===== src/hw/rtl/lolt_ram.sv =====
`timescale 1ns / 1ps
`default_nettype none
module lolt_ram #(
    parameter int W  = 8,
    parameter int D  = 16,
    parameter int AW = $clog2(D)
) (
    input  wire logic          i_clk,
    input  wire logic          i_we,
    input  wire logic [AW-1:0] i_waddr,
    input  wire logic [W-1:0]  i_wdata,
    input  wire logic [AW-1:0] i_raddr,
    output logic      [W-1:0]  o_rdata
);
    logic [W-1:0] r_mem [D];

    always_ff @(posedge i_clk) begin
        if (i_we) begin
            r_mem[i_waddr] <= i_wdata;
        end
        o_rdata <= r_mem[i_raddr];
    end
endmodule
`default_nettype wire


===== config.mk =====
export PLATFORM = sky130hd
export DESIGN_NAME = lolt_ram
export DESIGN_NICKNAME = d
export VERILOG_FILES = /design/src/hw/rtl/lolt_ram.sv
export SDC_FILE = /design/constraint.sdc
export NUM_CORES = 1
export LEC_CHECK = 0
export BUFFER_PORTS_ARGS = -buffer_cell sky130_fd_sc_hd__buf_2
export CAP_MARGIN = 25
export CORE_MARGIN = 2
export CORE_UTILIZATION = 50
export DETAILED_ROUTE_END_ITERATION = 8
export MAX_ROUTING_LAYER = met4
export PLACE_DENSITY = 0.74
export SYNTH_ARGS = -nofsm -noshare
export SYNTH_HDL_FRONTEND = slang
export SYNTH_SLANG_ARGS = --single-unit

===== constraint.sdc =====
create_clock -name i_clk -period 2 [get_ports i_clk]
set_input_delay 0.1 -clock i_clk [delete_from_list [all_inputs] [get_ports i_clk]]
set_output_delay 0.1 -clock i_clk [all_outputs]
set_load 0.05 [all_outputs]

==> flow_summary.yaml, run 1 <==
worst_setup_path:
  critPathArrivalTime_ns: 1.72
  rrSetupSlack_ns: 0.67
  criticalPathCategory: "reg -> reg"
  worst_setup_path_start_kind: "flop"
  cp-end-kind: "flop"
  worst-path-max-fanout: 1
  required_ns: 2.39
floorplanning:
  row_count: 37
  die_area_sq_um: 11100
  boundaryPins: 26
  die_w_um: 105
  start_util: 0.508
  die_h_um: 105
  core_area_sq_um: 10100
cts:
  numCtsBuffers: 17
  cts_buffer_depth: 2
  cts_resized: 0
  htreeDepth: 4
  root_buffer: "clkbuf_8"
  cts_sinks: 136
  cts_tree: "built"
  cts_hold_buf: 8
  cts_setup_buffers: 0
  clock_latency_ns: 0.51
  path_clk_slew_ns: 0.06
synthesis:
  yosysTopAreaCell: "edfxtp_1"
  synth-seq-area-share: 0.778
  synthXorXnorAreaFrac: 0
  synth-compound-area-share: 0.0233
  synth.area.mux_share: 0.150
  yosys.area_share.simple: 0.0318
  syn-num-nets: 247
  ys_top_cells_by_area: "edfxtp_1, mux4_2, mux4_1, dfxtp_1, a22oi_1"
  synth_top_area_frac: 0.747
  syn-instance-count: 229
  synth_top_family_by_area: "multiplexers"
  syn-mean-instance-area_sq_um: 22.5
  netlist_area_sq_um: 5150
  yosys.area_share.adder: 0
  ys_ff_latch: 136
  ys_types: 19
  ys_warn_count: 0
timing:
  drv_slew: 0
  setup_viol: 0
  worstMarginPinSlew_ns: 0.706
  finalHoldViolations: 0
  worst_slew_margin_rel: 0.529
  rsz0062_at_grt: "false"
  hold-worst-slack_ns: 0.160
  tns_ns: 0
  finalCritPeriodShare: 0.666
  final.setup_skew_ns: 0.00624
  timing.fmax_mhz: 751
  period_minus_slack_ns: 1.33
finish:
  nFillCells: 700
  antenna_cells: 0
  fin_nets: 308
  drive_gt1_frac: 0.308
  syn_to_final_growth_pct: 19.1
pwr:
  vdd_drop_max_uv: 512
  p_per_area_nw_per_um2: 1030
  p_leak_uw: 0.00211
routing:
  routed_via_density: 5.49
  wl_mm: 9.05
  num_vias: 2406
  drc: 0
  dr.first_iter.drc_count: 116
  drt_first_pass_iters: 4
  antenna_left: 0
  wl_per_cell_um: 20.7
min_path:
  hp-class: "in -> reg"
grt:
  grt_pass1_wl_mm: 13.9
  grt_start_max_net_pins: 33
  overflow: 0
  grt_pass1_vias: 2460
  grt_use_total: 0.182
  grt_antenna_before_repair: 0
place:
  gp_congestion: 0.733
  dpl.hpwl_mm: 5.73
  port_buffers: 25
run:
  maxCapViolations: 0
status:
  status: "complete, no violations"
-- worst max-delay path: stages (launching register included) --
cell and delay [ns]:
edfxtp_1 0.36, mux4_1 0.51, a22oi_1 0.27, nand2_1 0.09
-- layout by cell type, fill, tap and decap left out, types with 2 or more instances in the layout --
cell type and n:
edfxtp_1 128, clkbuf_8 4, nor3_1 4, nand3b_1 2
nor2_1 13, a22oi_1 16, buf_2 25, buf_4 18
mux4_1 14, clkinv_2 8, mux4_2 18, nand2_1 9
dlygate4sd3_1 8, nand2b_1 2, dfxtp_1 8, clkbuf_16 16
-- Yosys cell counts --
| cell type | instances |
|---|---|
| clkdlybuf4s25_2 | 3 |
| buf_4 | 1 |
| and2_1 | 1 |
| nand2_1 | 9 |
| nand3_1 | 1 |
| and2b_1 | 1 |
| nand2b_1 | 2 |
| nor3_1 | 4 |
| mux4_2 | 18 |
| nor2b_1 | 1 |
| a22oi_1 | 16 |
| nand3b_1 | 2 |
| or3b_2 | 1 |
| edfxtp_1 | 128 |
| buf_2 | 3 |
| nor2_1 | 13 |
| dfxtp_1 | 8 |
| mux4_1 | 14 |
| buf_6 | 3 |
-- state kept, by name, summed over array words and instances (netlist names) --
register and count:
r_mem 128, o_rdata 8
-- cell type report --
type	instances	area, sq um	share of cell area
sequential	136	4000	0.653
multi-input combinational	83	1060	0.173
clock inverter	10	77.6	0.0127
tap	136	170	0.0278
clock buffer	21	459	0.0749
timing repair buffer	52	360	0.0588
-- path summary, 6_finish.rpt --
check / end / start / cells past startpoint
hold / removal: r_mem[0][5] / i_waddr[0] / 3
setup / recovery: o_rdata[5] / r_mem[1][5] / 3
setup reg to reg: o_rdata[5] / r_mem[1][5] / 3
hold reg to reg: o_rdata[7] / r_mem[14][7] / 3
-- metal layers --
| metal | track usage | routed length, um |
|---|---|---|
| met1 | 0.230 | 3870 |
| met2 | 0.285 | 4670 |
| met3 | 0.0501 | 415 |
| met4 | 0.0724 | 95 |
| met5 | - | 0 |
-- power breakdown --
group          switching [uW]  internal (uW)  total [uW]
combinational             224            136         359
sequential               17.6           3190        3210
clock                    1050           1720        2760
-- cells by family after synthesis --
family	after synthesis
muxes	32
DFF	136
and+or+nand+nor	35
AOI/OAI and AO/OA	16
buffers and inverters	10
-- per-stage QoR --
step	power [uW]	area, sq um	cells	setup WS (ns)	util
6_report	6330	6130	438	0.669	0.604
5_1_grt	6530	6130	438	0.585	0.604
4_1_cts	6370	6130	438	0.661	0.604
3_5_place_dp	3610	5510	399	0.460	0.544
3_3_place_gp	3600	5510	399	0.467	0.544
2_1_floorplan	3490	5150	229	0.407	-
(Power assumes the default switching activity.)
==> run 2: changes to the inputs <==
--- a/config.mk
+++ b/config.mk
@@ -11,7 +11,7 @@
 export CORE_UTILIZATION = 50
 export DETAILED_ROUTE_END_ITERATION = 8
 export MAX_ROUTING_LAYER = met4
-export PLACE_DENSITY = 0.74
+export PLACE_DENSITY = 0.77
 export SYNTH_ARGS = -nofsm -noshare
 export SYNTH_HDL_FRONTEND = slang
 export SYNTH_SLANG_ARGS = --single-unit
==> constraint.sdc (replaced) <==
create_clock -name i_clk -period 1.18 [get_ports i_clk]
set_input_delay 0.059 -clock i_clk [delete_from_list [all_inputs] [get_ports i_clk]]
set_output_delay 0.059 -clock i_clk [all_outputs]
set_load 0.05 [all_outputs]
==> run 2 against run 1 <==
The run now ends with negative setup slack left. Sequential share of layout area decreased by 3.3 points. Largest cell class unchanged. Critical path depth unchanged. Combinational power increased by 100%. Highest routed layer unchanged. Total power increased by 81%.
==> flow_summary.yaml, run 2 (synthesis results as in run 1) <==
status:
  status: "finished, violations left"
  violations: "negative setup slack"
timing:
  finalCritPeriodShare: 1.11
  final.setup_skew_ns: 0.00560
  rsz0062_at_grt: "true"
  worstMarginPinSlew_ns: 0.930
  timing.fmax_mhz: 761
  finalHoldViolations: 0
  worst_slew_margin_rel: 0.378
  setup_viol: 8
  setup_slack_ns: -0.133
  period_minus_slack_ns: 1.31
  drv_slew: 0
grt:
  grt_use_total: 0.210
  grt_start_max_net_pins: 23
  overflow: 0
  grt_pass1_wl_mm: 15.9
  grt_pass1_vias: 2704
  grt_antenna_before_repair: 0
routing:
  drt_first_pass_iters: 5
  routed_via_density: 5.68
  drc: 0
  dr.first_iter.drc_count: 224
  wl_mm: 10.4
  wl_per_cell_um: 22.8
  antenna_left: 0
  num_vias: 2589
cts:
  cts_buffer_depth: 2
  root_buffer: "clkbuf_8"
  numCtsBuffers: 17
  cts_sinks: 136
  path_clk_slew_ns: 0.06
  clock_latency_ns: 0.51
  cts_tree: "built"
  htreeDepth: 4
finish:
  drive_gt1_frac: 0.425
  syn_to_final_growth_pct: 25.4
  mostFrequentLayoutCells: "edfxtp_1, buf_4, mux4_2"
  top_regs: "r_mem x128, o_rdata x8"
  layout_commonest_cell: "edfxtp_1"
  largest_register_ffs: 128
  antenna_cells: 0
  top_register: "r_mem"
  fin_area_sq_um: 6450
  fin_nets: 325
  fin_util: 0.637
floorplanning:
  core_area_sq_um: 10100
  die_w_um: 105
  die_area_sq_um: 11100
  die_h_um: 105
  row_count: 37
  start_util: 0.508
  boundaryPins: 26
place:
  placed_cell_area_sq_um: 5750
  gp_congestion: 0.766
  port_buffers: 25
  dpl.hpwl_mm: 6.25
worst_setup_path:
  critPathArrivalTime_ns: 1.70
  criticalPathCategory: "reg -> reg"
  worst-path-max-fanout: 1
  required_ns: 1.57
  timing.rr.start: "r_mem[3][7]"
  cp-end-kind: "flop"
  critPathLaunch: "r_mem[3][7]"
  worst_setup_path_start_kind: "flop"
pwr:
  p_per_area_nw_per_um2: 1780
  p_leak_uw: 0.00221
  vdd_drop_max_uv: 993
run:
  maxCapViolations: 0
min_path:
  hp-start: "i_waddr[1]"
  hp-class: "in -> reg"
==> run 2: cell count changes in the layout (fill, tap and decap cells not counted), sizes merged <==
cell,previous run,this run
bufinv,1,3
clkbuf,21,19
inv,0,7
clkinv,8,5
buf,44,59
clkinvlp,1,0
==> run 2: path summary, 6_finish.rpt <==
check / end / slack (ns) / cells after the start
max: o_rdata[7] / -0.13 / 3
max reg2reg: o_rdata[7] / -0.13 / 3
min reg2reg: o_rdata[3] / 0.66 / 3
min: r_mem[0][5] / 0.09 / 3
==> run 2: timing repair <==
action / 4_1_cts / 5_1_grt
buffers inserted: 0 / 0
endpoints found under the setup margin: 11 / 10
resized for setup: 17 / 8
hold endpoints to repair: 128 / 0
hold buffers: 8 / 0
gates cloned: 0 / 0
pin swaps: 9 / 2
==> run 2: through the flow <==
stage / std cells / total power, uW / hold slack [ns] / setup WS, ns / setup TNS, ns
after CTS: 456 / 11500 / 0.0697 / -0.177 / -0.966
final: 456 / 11500 / 0.0896 / -0.133 / -0.750
after global routing: 456 / 11800 / 0.0968 / -0.153 / -1.01
after detailed placement: 416 / 6200 / 0.454 / -0.301 / -3.79
after floorplan: 229 / 5920 / 0.158 / -0.0155 / -0.0849
after global placement: 416 / 6180 / 0.442 / -0.287 / -2.95
==> run 2: area by class of cell <==
class	instances	area, sq um
fillers	655	3680
clock inverters	15	190
well taps	136	170
clock buffers	17	414
repair buffers	69	579
flip-flops and latches	136	4000
multi-input cells	83	1100
==> run 2: worst max-delay path, cell delays in order, from the launching register on <==
cell and delay, ns:
edfxtp_1 0.37, mux4_2 0.50, a22oi_2 0.22, nand2_1 0.10
==> run 2: per-layer routing <==
metal / share of wire / global-route usage / vias up
li1: - / - / 1126
met1: 0.39 / 0.255 / 1347
met2: 0.54 / 0.346 / 101
met3: 0.059 / 0.0501 / 15
met4: 0.013 / 0.0752 / 0
met5: 0 / - / -
==> run 2: report_power, final <==
group | switching, uW | internal (uW) | leakage [uW] | total (uW)
registers | 40.2 | 5400 | 0.00122 | 5440
logic | 419 | 307 | 0.000686 | 726
clock network | 2030 | 3270 | 0.000297 | 5300
total | 2490 | 8980 | 0.00221 | 11500
