**src/hw/rtl/lolt_pkg.sv**
```systemverilog
`timescale 1ns / 1ps
`default_nettype none
package lolt_pkg;

    localparam int LBL_W       = 13;
    localparam int CNT_W       = 32;
    localparam int DEG_W       = 11;
    localparam int USED_W      = 11;
    localparam int PAIR_DEPTH  = 1024;
    localparam int PAIR_AW     = 10;
    localparam int LBL_DEPTH   = 4097;
    localparam int LBL_AW      = 13;
    localparam int KEY_W       = 2 * LBL_W;
    localparam int SCORE_W     = 17;
    localparam int QUOT_W      = 16;
    localparam int PAIR_WORD_W = 2 * LBL_W + CNT_W;
    localparam int LBL_WORD_W  = DEG_W + CNT_W;

    localparam logic [LBL_W-1:0]   MAX_LABEL  = 13'd4096;
    localparam logic [LBL_W-1:0]   SLOTS_RST  = 13'd4097;
    localparam logic [USED_W-1:0]  MAX_PAIRS  = 11'd1024;
    localparam logic [CNT_W-1:0]   COUNT_MAX  = 32'hFFFF_FFFF;
    localparam logic [SCORE_W-1:0] SCORE_ONE  = 17'h10000;

    typedef enum logic [1:0] {
        REQ_VOXEL = 2'd0,
        REQ_READ  = 2'd1,
        REQ_CLEAR = 2'd2,
        REQ_NONE  = 2'd3
    } t_req;

    typedef enum logic [1:0] {
        STS_OK    = 2'd0,
        STS_RANGE = 2'd1,
        STS_FULL  = 2'd2,
        STS_OVF   = 2'd3
    } t_status;

    typedef enum logic {
        REG_PREV_SLOTS = 1'b0,
        REG_CURR_SLOTS = 1'b1
    } t_reg_idx;

    typedef enum logic [3:0] {
        ST_IDLE,
        ST_V_CHK,
        ST_V_LBL,
        ST_SCAN,
        ST_V_UPD,
        ST_R_LBL1,
        ST_R_LBL2,
        ST_R_DIV,
        ST_EMIT,
        ST_CLEAR
    } t_state;

    typedef struct packed {
        logic [1:0]       req_type;
        logic [LBL_W-1:0] prev_label;
        logic [LBL_W-1:0] curr_label;
    } t_in_item;

    typedef struct packed {
        logic [1:0]         status;
        logic [LBL_W-1:0]   pair_prev;
        logic [LBL_W-1:0]   pair_curr;
        logic [CNT_W-1:0]   overlap_count;
        logic               is_continued;
        logic               is_split;
        logic               is_merged;
        logic [SCORE_W-1:0] score;
        logic               done_res;
    } t_out_item;

endpackage
`default_nettype wire

```
**src/hw/rtl/lolt_div.sv**
```systemverilog
`timescale 1ns / 1ps
`default_nettype none
module lolt_div (
    input  wire logic                          i_clk,
    input  wire logic                          i_rst_n,
    input  wire logic                          i_start,
    input  wire logic [lolt_pkg::CNT_W-1:0]    i_num,
    input  wire logic [lolt_pkg::CNT_W:0]      i_den,
    output logic                               o_done,
    output logic      [lolt_pkg::QUOT_W-1:0]   o_quot
);
    logic [lolt_pkg::CNT_W+1:0]  r_rem;
    logic [lolt_pkg::CNT_W:0]    r_den;
    logic [4:0]                  r_cnt;
    logic [lolt_pkg::CNT_W+1:0]  w_sh;
    logic                        w_ge;

    assign w_sh = {r_rem[lolt_pkg::CNT_W:0], 1'b0};
    assign w_ge = w_sh >= {1'b0, r_den};

    // restoring divide, one quotient bit per cycle
    always_ff @(posedge i_clk) begin
        if (!i_rst_n) begin
            r_cnt  <= '0;
            o_done <= 1'b0;
        end else begin
            o_done <= 1'b0;
            if (i_start) begin
                r_rem <= {2'b00, i_num};
                r_den <= i_den;
                r_cnt <= 5'(lolt_pkg::QUOT_W);
            end else if (r_cnt != '0) begin
                if (w_ge) begin
                    r_rem <= w_sh - {1'b0, r_den};
                end else begin
                    r_rem <= w_sh;
                end
                o_quot <= {o_quot[lolt_pkg::QUOT_W-2:0], w_ge};
                r_cnt  <= r_cnt - 5'd1;
                o_done <= (r_cnt == 5'd1);
            end
        end
    end
endmodule
`default_nettype wire

```
**config.mk**
```make
export PLATFORM = sky130hd
export DESIGN_NAME = lolt_div
export DESIGN_NICKNAME = d
export VERILOG_FILES = /design/src/hw/rtl/lolt_pkg.sv /design/src/hw/rtl/lolt_div.sv
export SDC_FILE = /design/constraint.sdc
export NUM_CORES = 1
export LEC_CHECK = 0
export ABC_AREA = 1
export BUFFER_PORTS_ARGS = -buffer_cell sky130_fd_sc_hd__buf_2
export CORE_ASPECT_RATIO = 0.8
export CORE_MARGIN = 2
export CORE_UTILIZATION = 35
export DETAILED_ROUTE_END_ITERATION = 16
export HOLD_SLACK_MARGIN = 0.1
export SLEW_MARGIN = 20
export SYNTH_ARGS = -nofsm -noshare
export SYNTH_HDL_FRONTEND = slang
export SYNTH_SLANG_ARGS = --single-unit
```
**constraint.sdc**
```tcl
create_clock -name i_clk -period 5.3 [get_ports i_clk]
set_input_delay 0.53 -clock i_clk [delete_from_list [all_inputs] [get_ports i_clk]]
set_output_delay 0.53 -clock i_clk [all_outputs]
set_load 0.01 [all_outputs]
```
==> flow_summary.ini, run 1 <==
[drt]
remaining_drc_errors = 0
vias = 5639
antenna_left = 0
wl_um = 16800
drt_iter0_drc = 379
dr.pass1.iters = 5
via_per_inst = 4.63
wl_per_cell_um = 13.8

[floorplan]
dieArea_um2 = 19600
core_um2 = 18100
initial_core_util_pct = 35.8
fp.dieW_um = 156
die_h_um = 126
ios = 85
rows = 44

[synthesis]
synth_area_per_cell_um2 = 7.19
syn_inst = 901
yosys.cell_types.count = 34
synth-seq-cells = 88
yosys_warnings = 0
ys_seq_area_share_pct = 39.9
synth_fp_nets = 1006
synth_area_um2 = 6480

[grt]
grt-ovfl-total = 0
grt_pass1_vias = 5239
grt_antenna_before_repair = 0
grt_pass1_wl_um = 27400
grtUsageTotal_pct = 18.0
grt_max_degree = 37

[clock_network]
cts_root_buf = clkbuf_16
cts_setup_buffers = 0
clk_pin_slew_ps = 60
cts_hold_buf = 0
cts.sink_count = 88
cts_max_level = 3
clk_path_buf_depth = 2
cts_made_buffers = 9
clock_latency_ps = 350
cts_resized = 0
cts_tree = built

[layout]
drive_gt1_share_pct = 13.3
finalNetCount = 1088
mostFrequentLayoutCells = nand2_1, inv_1, buf_2, edfxtp_1, nand3_1
diodes = 0
syn2layout_area_growth_pct = 14.4
layout_commonest_cell = nand2_1

[critical_path]
worst_ep_required_time_ps = 5400
worst_setup_path_start_kind = flip-flop
cp_cell_sequence = ha_1 -> nand2_1 -> nand2_1 -> nand2_1 -> nand2_1 -> nand2_1 -> nand2_1 -> nand2_1 -> nand2_1 -> nor2_4 -> nand2_4 -> o21ai_1 -> nor2_1
path_buf_inv = 0
critPathKind = reg2reg
cp.depth = 13
slowest_delay_ps = 520
crit_arrival_ps = 2920
critPathMaxFanout = 35
slowest_stage = nor2_4
end_kind = flip-flop
crit_top_cell = nand2_1
r2r_cells = 13
path_delay_family = simple AND/OR/NAND/NOR gates

[timing]
fin_skew_ps = 5.80
tightestPinTransition_ps = 709
report.final.slew_viol_count = 0
relSlewSlack_pct = 52.7
period_needed_ps = 2810
finalHoldViolations = 0
setup_viol = 0
tns_ps = 0
rsz0062_at_grt = false
clock.fmax_mhz = 356
period_share_pct = 53.1

[power]
cellPowerDensity_nw_per_um2 = 374
p_total_w = 0.00277
leakagePower_nw = 3.89
ir_drop_v = 0.000142

[min_path]
min_path_cells = 1
hold_class = in2reg

[run]
maxCapViolations = 0

[place]
portBuffers = 84
dpl.hpwl_um = 12900
gp_congestion = 0.974

[status]
status = complete, no violations
layout make-up:
class	instances	area [um^2]
fillers	1934	10700
multi-input cells	611	3100
flip-flops and latches	88	2580
inverters	186	698
repair buffers	87	443
well taps	230	288
clock buffers	13	250
clock inverters	3	42.5
cells in the mapped netlist:
master | n | area share, %
or2_2 | 2 | 0.19
nand2_2 | 6 | 0.58
nand3b_1 | 26 | 3.0
xnor2_1 | 16 | 2.2
and2_1 | 2 | 0.19
buf_6 | 3 | 0.52
dfxtp_1 | 6 | 1.9
clkbuf_1 | 4 | 0.23
o21ai_1 | 1 | 0.077
inv_1 | 176 | 10
inv_2 | 7 | 0.41
nand2_1 | 343 | 20
nor2_4 | 5 | 0.87
nand3_1 | 71 | 5.5
nor4_4 | 1 | 0.33
fa_1 | 1 | 0.31
nor2_1 | 43 | 2.5
o21ai_0 | 5 | 0.39
clkinv_1 | 3 | 0.17
a21oi_1 | 23 | 1.8
o21bai_1 | 4 | 0.46
buf_4 | 2 | 0.23
nand4_1 | 8 | 0.77
nand2_4 | 2 | 0.35
buf_2 | 5 | 0.39
o31ai_1 | 1 | 0.12
buf_1 | 2 | 0.12
nor3_1 | 6 | 0.46
nor2_2 | 5 | 0.48
xor2_1 | 1 | 0.14
nor3b_1 | 2 | 0.23
nand3_2 | 1 | 0.15
ha_1 | 36 | 7.0
edfxtp_1 | 82 | 38
final timing paths:
check / startpoint / endpoint / slack [ps]
setup / recovery: r_rem[18]$_DFFE_PP_ / r_rem[32]$_SDFFCE_PP0P_ / 2490
hold reg to reg: o_quot[9]$_DFFE_PP_ / o_quot[10]$_DFFE_PP_ / 440
setup reg to reg: r_rem[18]$_DFFE_PP_ / r_rem[32]$_SDFFCE_PP0P_ / 2490
hold / removal: i_den[25] / r_den[25]$_DFFE_PP_ / 350
worst register-to-register path, cell delays in order, from the launching register on:
cell and delay, ps:
edfxtp_1 390, ha_1 390, nand2_1 130, nand2_1 70, nand2_1 60, nand2_1 60
nand2_1 60, nand2_1 80, nand2_1 70, nand2_1 80, nor2_4 520, nand2_4 390
o21ai_1 230, nor2_1 60
per-layer routing:
metal,GRT usage (%),up-vias,share of wire [%]
met5,0,-,0
met4,4.80,0,1.4
met3,3.20,21,4.6
met2,24.9,129,38
met1,28.5,2525,56
li1,-,2964,-
cell families (layout without fill, tap and decap cells):
family	after synthesis	after routing	share of synthesized area, %
AO/OA/AOI/OAI	34	34	2.82
XOR/XNOR	17	17	2.30
adder cells (fa/ha/maj)	37	37	7.26
buffers and inverters	202	289	12.3
flip-flops	88	88	39.9
AND/OR/NAND/NOR	523	523	35.5
flip-flops by register name, summed over array words and instances, names as in the netlist:
register and cells:
r_cnt 5, r_rem 33, o_done 1, o_quot 16, r_den 33
where the power goes:
group | switching [W] | internal (W) | leakage [nW] | total (W)
Sequential | 0.0000419 | 0.000885 | 0.831 | 0.000927
Combinational | 0.000777 | 0.000417 | 2.92 | 0.00119
Clock | 0.000272 | 0.000378 | 0.140 | 0.000650
Total | 0.00109 | 0.00168 | 3.89 | 0.00277
through the flow:
stage | hold WS, ps | utilization, % | instance area [um^2] | std cells | setup WS, ps
6_report | 350 | 40.9 | 7410 | 1218 | 2490
5_1_grt | 336 | 40.9 | 7410 | 1218 | 2200
4_1_cts | 337 | 40.9 | 7410 | 1218 | 2470
3_5_place_dp | 429 | 39.3 | 7120 | 1202 | 2490
3_3_place_gp | 422 | 39.3 | 7120 | 1202 | 2510
2_1_floorplan | 459 | - | 6480 | 901 | 1760
(Power assumes the default switching activity.)
==> run 2: changes to the inputs <==
--- a/config.mk
+++ b/config.mk
@@ -5,7 +5,7 @@
 export SDC_FILE = /design/constraint.sdc
 export NUM_CORES = 1
 export LEC_CHECK = 0
-export ABC_AREA = 1
+export ABC_AREA = 0
 export BUFFER_PORTS_ARGS = -buffer_cell sky130_fd_sc_hd__buf_2
 export CORE_ASPECT_RATIO = 0.8
 export CORE_MARGIN = 2
==> constraint.sdc (replaced) <==
create_clock -name i_clk -period 2.5 [get_ports i_clk]
set_input_delay 0.25 -clock i_clk [delete_from_list [all_inputs] [get_ports i_clk]]
set_output_delay 0.25 -clock i_clk [all_outputs]
set_load 0.01 [all_outputs]
==> run 2 against run 1 <==
  * Wire length shrank 11%
  * Register-to-register slack got worse by 3100 ps
  * The run now ends with setup timing left
  * Setup slack worse by 3100 ps
  * Non-clock buffer count rose by 162
  * Design area increased by 8.6%
==> flow_summary.ini, run 2 <==
[status]
status = complete, but fails checks
violations = setup timing

[layout]
multi_input_area_um2 = 2870
diodes = 0
reg_top3 = r_den: 33 flops, r_rem: 33 flops, o_quot: 16 flops
stdcell_count = 948
layout_commonest_cell = buf_4
drive_gt1_share_pct = 41.1
syn2layout_area_growth_pct = 50.0
nFillCells = 1344
final-seq-area_um2 = 2580
finalNetCount = 859
final_util_pct = 53.6
mostFrequentLayoutCells = buf_4, buf_2, edfxtp_1, inv_1, nand2_1

[timing]
fin_skew_ps = 11.0
worst_slack_ps = -600
hold_slack_ps = 154
report.final.slew_viol_count = 0
finalHoldViolations = 0
relSlewSlack_pct = 57.4
setup_viol = 34
rsz0062_at_grt = true
period_share_pct = 124
clock.fmax_mhz = 323
tightestPinTransition_ps = 638
period_needed_ps = 3100

[synthesis]
synth_fp_nets = 615
synth_top_area_share_pct = 45.9
yosys.cell_types.count = 58
syn_inst = 510
synth-seq-cells = 88
async_flop_share_pct = 0
yosysMostFrequentCell = edfxtp_1
ys_top_cells_by_area = edfxtp_1, ha_1, mux2_2
synthTopCellsByCount = edfxtp_1, inv_1, nand2_1, ha_1, o21ai_0
synth_area_per_cell_um2 = 10.5
synth_area_um2 = 5360
synth_ff_type = edfxtp_1
yosysTopAreaCell = edfxtp_1
ys_seq_area_share_pct = 48.2
synth_edf_count = 82
yosys_warnings = 0

[drt]
remaining_drc_errors = 0
via_per_inst = 5.04
wl_per_cell_um = 15.8
wl_um = 15000
drt_iter0_drc = 304
antenna_left = 0
vias = 4779
dr.pass1.iters = 5

[power]
cellPowerDensity_nw_per_um2 = 800
p_total_w = 0.00644
ir_drop_v = 0.000397
leakagePower_nw = 3.46

[floorplan]
rows = 40
initial_core_util_pct = 35.7
dieArea_um2 = 16300
core_um2 = 15000
die_h_um = 115
fp.dieW_um = 142
ios = 85

[place]
portBuffers = 84
dpl.hpwl_um = 10600
gp_congestion = 0.885
dp.cells = 884
preCtsSetupSlack_ps = -680

[grt]
grt_pass1_wl_um = 23300
grt_max_degree = 26
grt_antenna_before_repair = 0
grtUsageTotal_pct = 18.3
grt-ovfl-total = 0
grt_pass1_vias = 4762

[critical_path]
r2r_cells = 11
crit_arrival_ps = 3210
worst_setup_path_start_kind = flip-flop
worst_ep_required_time_ps = 2610
critPathKind = reg2reg
rrSetupSlack_ps = -600
end_kind = flip-flop
critPathMaxFanout = 4

[clock_network]
cts_tree = built
cts.sink_count = 88
cts_made_buffers = 9
cts_root_buf = clkbuf_16
clock_latency_ps = 360
clk_path_buf_depth = 2
cts_max_level = 3
clk_pin_slew_ps = 70

[run]
maxCapViolations = 0

[min_path]
hold_class = in2reg
min_path_cells = 2
[run 2: layout make-up]
class | instances | share of cell area (%)
clock buffer | 11 | 3.42
clock inverter | 5 | 0.591
inverter | 53 | 2.47
multi-input combinational | 353 | 35.7
sequential | 88 | 32.1
tap | 189 | 2.94
timing repair buffer | 249 | 22.8
[run 2: power by group]
| part | total (W) | leakage, nW | switching, W | internal, W |
|---|---|---|---|---|
| Combinational | 0.00300 | 2.48 | 0.00142 | 0.00158 |
| Sequential | 0.00199 | 0.825 | 0.000122 | 0.00187 |
| Clock | 0.00144 | 0.157 | 0.000629 | 0.000816 |
[run 2: what timing repair did]
| action | CTS | global route |
|---|---|---|
| gates resized for setup | 37 | 32 |
| gates cloned | 1 | 1 |
| hold endpoints to repair | 33 | 0 |
| pin swaps | 12 | 22 |
| buffers inserted | 6 | 9 |
| endpoints found under the setup margin | 34 | 34 |
| hold buffers | 33 | 0 |
[run 2: cell families after synthesis]
family	count (synthesis)	share of synthesized area [%]
AOI/OAI and AO/OA	136	16.6
muxes	25	5.23
xor gates and xnor gates	30	4.90
and+or+nand+nor	125	11.1
DFF	88	48.2
buffers and inverters	69	5.20
adders and majority gates	37	8.77
[run 2: final timing paths]
check                       start                     to
min                       i_rst_n  r_cnt[4]$_SDFFE_PN0N_
min reg2reg  o_quot[10]$_DFFE_PP_   o_quot[11]$_DFFE_PP_
max reg2reg    r_den[1]$_DFFE_PP_    r_rem[31]$_DFFE_PP_
max            r_den[1]$_DFFE_PP_    r_rem[31]$_DFFE_PP_
[run 2: through the flow]
step,TNS [ps],area (um^2)
3_5_place_dp,-19560,6930
5_1_grt,-19940,8040
2_1_floorplan,-13570,5490
6_report,-15950,8040
4_1_cts,-15110,7840
3_3_place_gp,-16410,6930
[run 2: worst max-delay path, cell delays in order, from the launching register on]
cell	delay [ps]
edfxtp_1	480
inv_2	110
ha_4	200
nor2b_4	120
o211ai_1	320
a31oi_4	140
o21ai_2	230
o21ba_4	220
nor3_4	50
or4_4	530
a31o_1	190
mux2_2	250
[run 2: routing by layer]
layer  vias to the layer above  GRT usage [%]  part of all wire, %
li1                       2352              -                    -
met1                      2256           24.8                   47
met2                       148           29.5                   45
met3                        23           3.97                  5.8
met4                         0           6.27                  2.0
met5                         -              0                    0
==> run 3: changes to the inputs <==
--- a/config.mk
+++ b/config.mk
@@ -12,6 +12,7 @@
 export CORE_UTILIZATION = 35
 export DETAILED_ROUTE_END_ITERATION = 16
 export HOLD_SLACK_MARGIN = 0.1
+export RECOVER_POWER = 50
 export SLEW_MARGIN = 20
 export SYNTH_ARGS = -nofsm -noshare
 export SYNTH_HDL_FRONTEND = slang
==> run 3 against run 2 <==
  * The flow still finishes with violations (setup timing)
  * Fmax about the same
  * Critical path depth stayed put
  * Design area decreased by 0.36%
  * Flip-flop and latch count unchanged
==> flow_summary.ini, run 3 (same netlist as run 2, synthesis figures left out) <==
[layout]
mostFrequentLayoutCells = buf_4, edfxtp_1, buf_2, inv_1, nand2_1
finalNetCount = 859
syn2layout_area_growth_pct = 49.5
nFillCells = 1359
reg_top3 = r_den: 33 flops, r_rem: 33 flops, o_quot: 16 flops
drive_gt1_share_pct = 38.6
fin_area_um2 = 8020
layout_commonest_cell = buf_4
diodes = 0
final_util_pct = 53.4

[clock_network]
clock_latency_ps = 360
cts_made_buffers = 9
clk_path_buf_depth = 2
cts_max_level = 3
cts_root_buf = clkbuf_16
cts.sink_count = 88
cts_tree = built
clk_pin_slew_ps = 70

[grt]
grt_max_degree = 26
grt_antenna_before_repair = 0
grt-ovfl-total = 0
grtUsageTotal_pct = 18.3
grt_pass1_wl_um = 23300
grt_pass1_vias = 4762

[floorplan]
core_um2 = 15000
fp.dieW_um = 142
ios = 85
die_h_um = 115
rows = 40
dieArea_um2 = 16300
initial_core_util_pct = 35.7

[critical_path]
worst_ep_required_time_ps = 2610
worst_setup_path_start_kind = flip-flop
path_buf_inv = 1
critPathKind = reg2reg
path_delay_family = compound AO/OA/AOI/OAI gates
slowest_stage = or4_4
crit_arrival_ps = 3210
slowest_delay_ps = 530
cp_cell_sequence = inv_2 -> ha_4 -> nor2b_4 -> o211ai_1 -> a31oi_4 -> o21ai_2 -> o21ba_4 -> nor3_4 -> or4_4 -> a31o_1 -> mux2_2
end_kind = flip-flop
critPathMaxFanout = 4

[timing]
fin_skew_ps = 11.0
relSlewSlack_pct = 53.4
tns_ps = -15980
period_needed_ps = 3100
setup_viol = 34
clock.fmax_mhz = 323
report.final.slew_viol_count = 0
tightestPinTransition_ps = 699
worst_slack_ps = -600
rsz0062_at_grt = true
finalHoldViolations = 0
period_share_pct = 124

[status]
violations = setup timing
status = complete, but fails checks

[power]
p_total_w = 0.00643
seqPwrFrac_pct = 31.0
ir_drop_v = 0.000397
cellPowerDensity_nw_per_um2 = 803
clkPwrFrac_pct = 22.5
leakagePower_nw = 3.41
power_frac_comb_pct = 46.5
switchingPower_w = 0.00217
switching_share_pct = 33.8
p_int_w = 0.00426

[place]
dpl-instance-area_um2 = 6930
portBuffers = 84
gp_congestion = 0.885
dpl.hpwl_um = 10600

[drt]
remaining_drc_errors = 0
dr.pass1.iters = 5
wl_um = 15000
vias = 4767
via_per_inst = 5.03
wl_per_cell_um = 15.9
antenna_left = 0
drt_iter0_drc = 319

[min_path]
hold_class = in2reg

[run]
maxCapViolations = 0
## run 3: cell count changes in the layout (fill, tap and decap cells not counted)
cell,delta
and2_0,+1
and2_1,-1
buf_2,-18
buf_4,-2
clkbuf_1,+19
clkbuf_2,+1
## run 3: layer usage
metal / track usage [%] / vias up / wire length (um)
li1: - / 2352 / -
met1: 24.8 / 2238 / 7020
met2: 29.5 / 156 / 6840
met3: 3.97 / 21 / 883
met4: 6.27 / 0 / 279
met5: 0 / - / 0
## run 3: what timing repair did
item	4_1_cts	5_1_grt
pin swaps	12	22
gates resized for setup	37	32
setup endpoints to repair	34	34
gates cloned	1	1
endpoints found under the hold margin	33	0
setup buffers	6	9
hold buffers	33	0
## run 3: worst reg2reg max path, delay by kind of cell (launching register included)
kind / cells / cell delay, ps
AND/OR/NAND/NOR: 3 / 710
flip-flops: 1 / 480
adder cells (fa/ha/maj): 1 / 200
multiplexers: 1 / 250
AO/OA/AOI/OAI: 5 / 1100
buffers and inverters: 1 / 110
## run 3: layout make-up
| cell class | count | area (um^2) | share of cell area (%) |
|---|---|---|---|
| repair buffers | 249 | 1810 | 22.5 |
| well taps | 189 | 236 | 2.95 |
| flip-flops and latches | 88 | 2580 | 32.2 |
| inverters | 53 | 199 | 2.48 |
| multi-input cells | 353 | 2870 | 35.8 |
| clock inverters | 5 | 47.5 | 0.593 |
| clock buffers | 11 | 275 | 3.43 |
## run 3: worst paths after layout
path / endpoint / slack (ps) / startpoint / depth (start not counted)
max: r_rem[31]$_DFFE_PP_ / -600 / r_den[1]$_DFFE_PP_ / 11
max reg2reg: r_rem[31]$_DFFE_PP_ / -600 / r_den[1]$_DFFE_PP_ / 11
min: r_cnt[4]$_SDFFE_PN0N_ / 150 / i_rst_n / 2
min reg2reg: o_quot[11]$_DFFE_PP_ / 450 / o_quot[10]$_DFFE_PP_ / 0
## run 3: metrics by stage
step / setup slack (ps) / hold WS [ps] / cells
final: -600 / 153 / 948
after CTS: -505 / 135 / 940
after detailed placement: -680 / 428 / 884
after floorplan: -466 / 349 / 510
after global placement: -614 / 428 / 884
after global routing: -690 / 147 / 948
## run 3: power groups by stage
stage,sequential [W],combinational (W),clock (W)
detailed placement,0.00201,0.00253,0
floorplan,0.00199,0.00154,0
global route,0.00201,0.00327,0.00154
global placement,0.00200,0.00246,0
CTS,0.00199,0.00279,0.00150
finish,0.00199,0.00299,0.00145
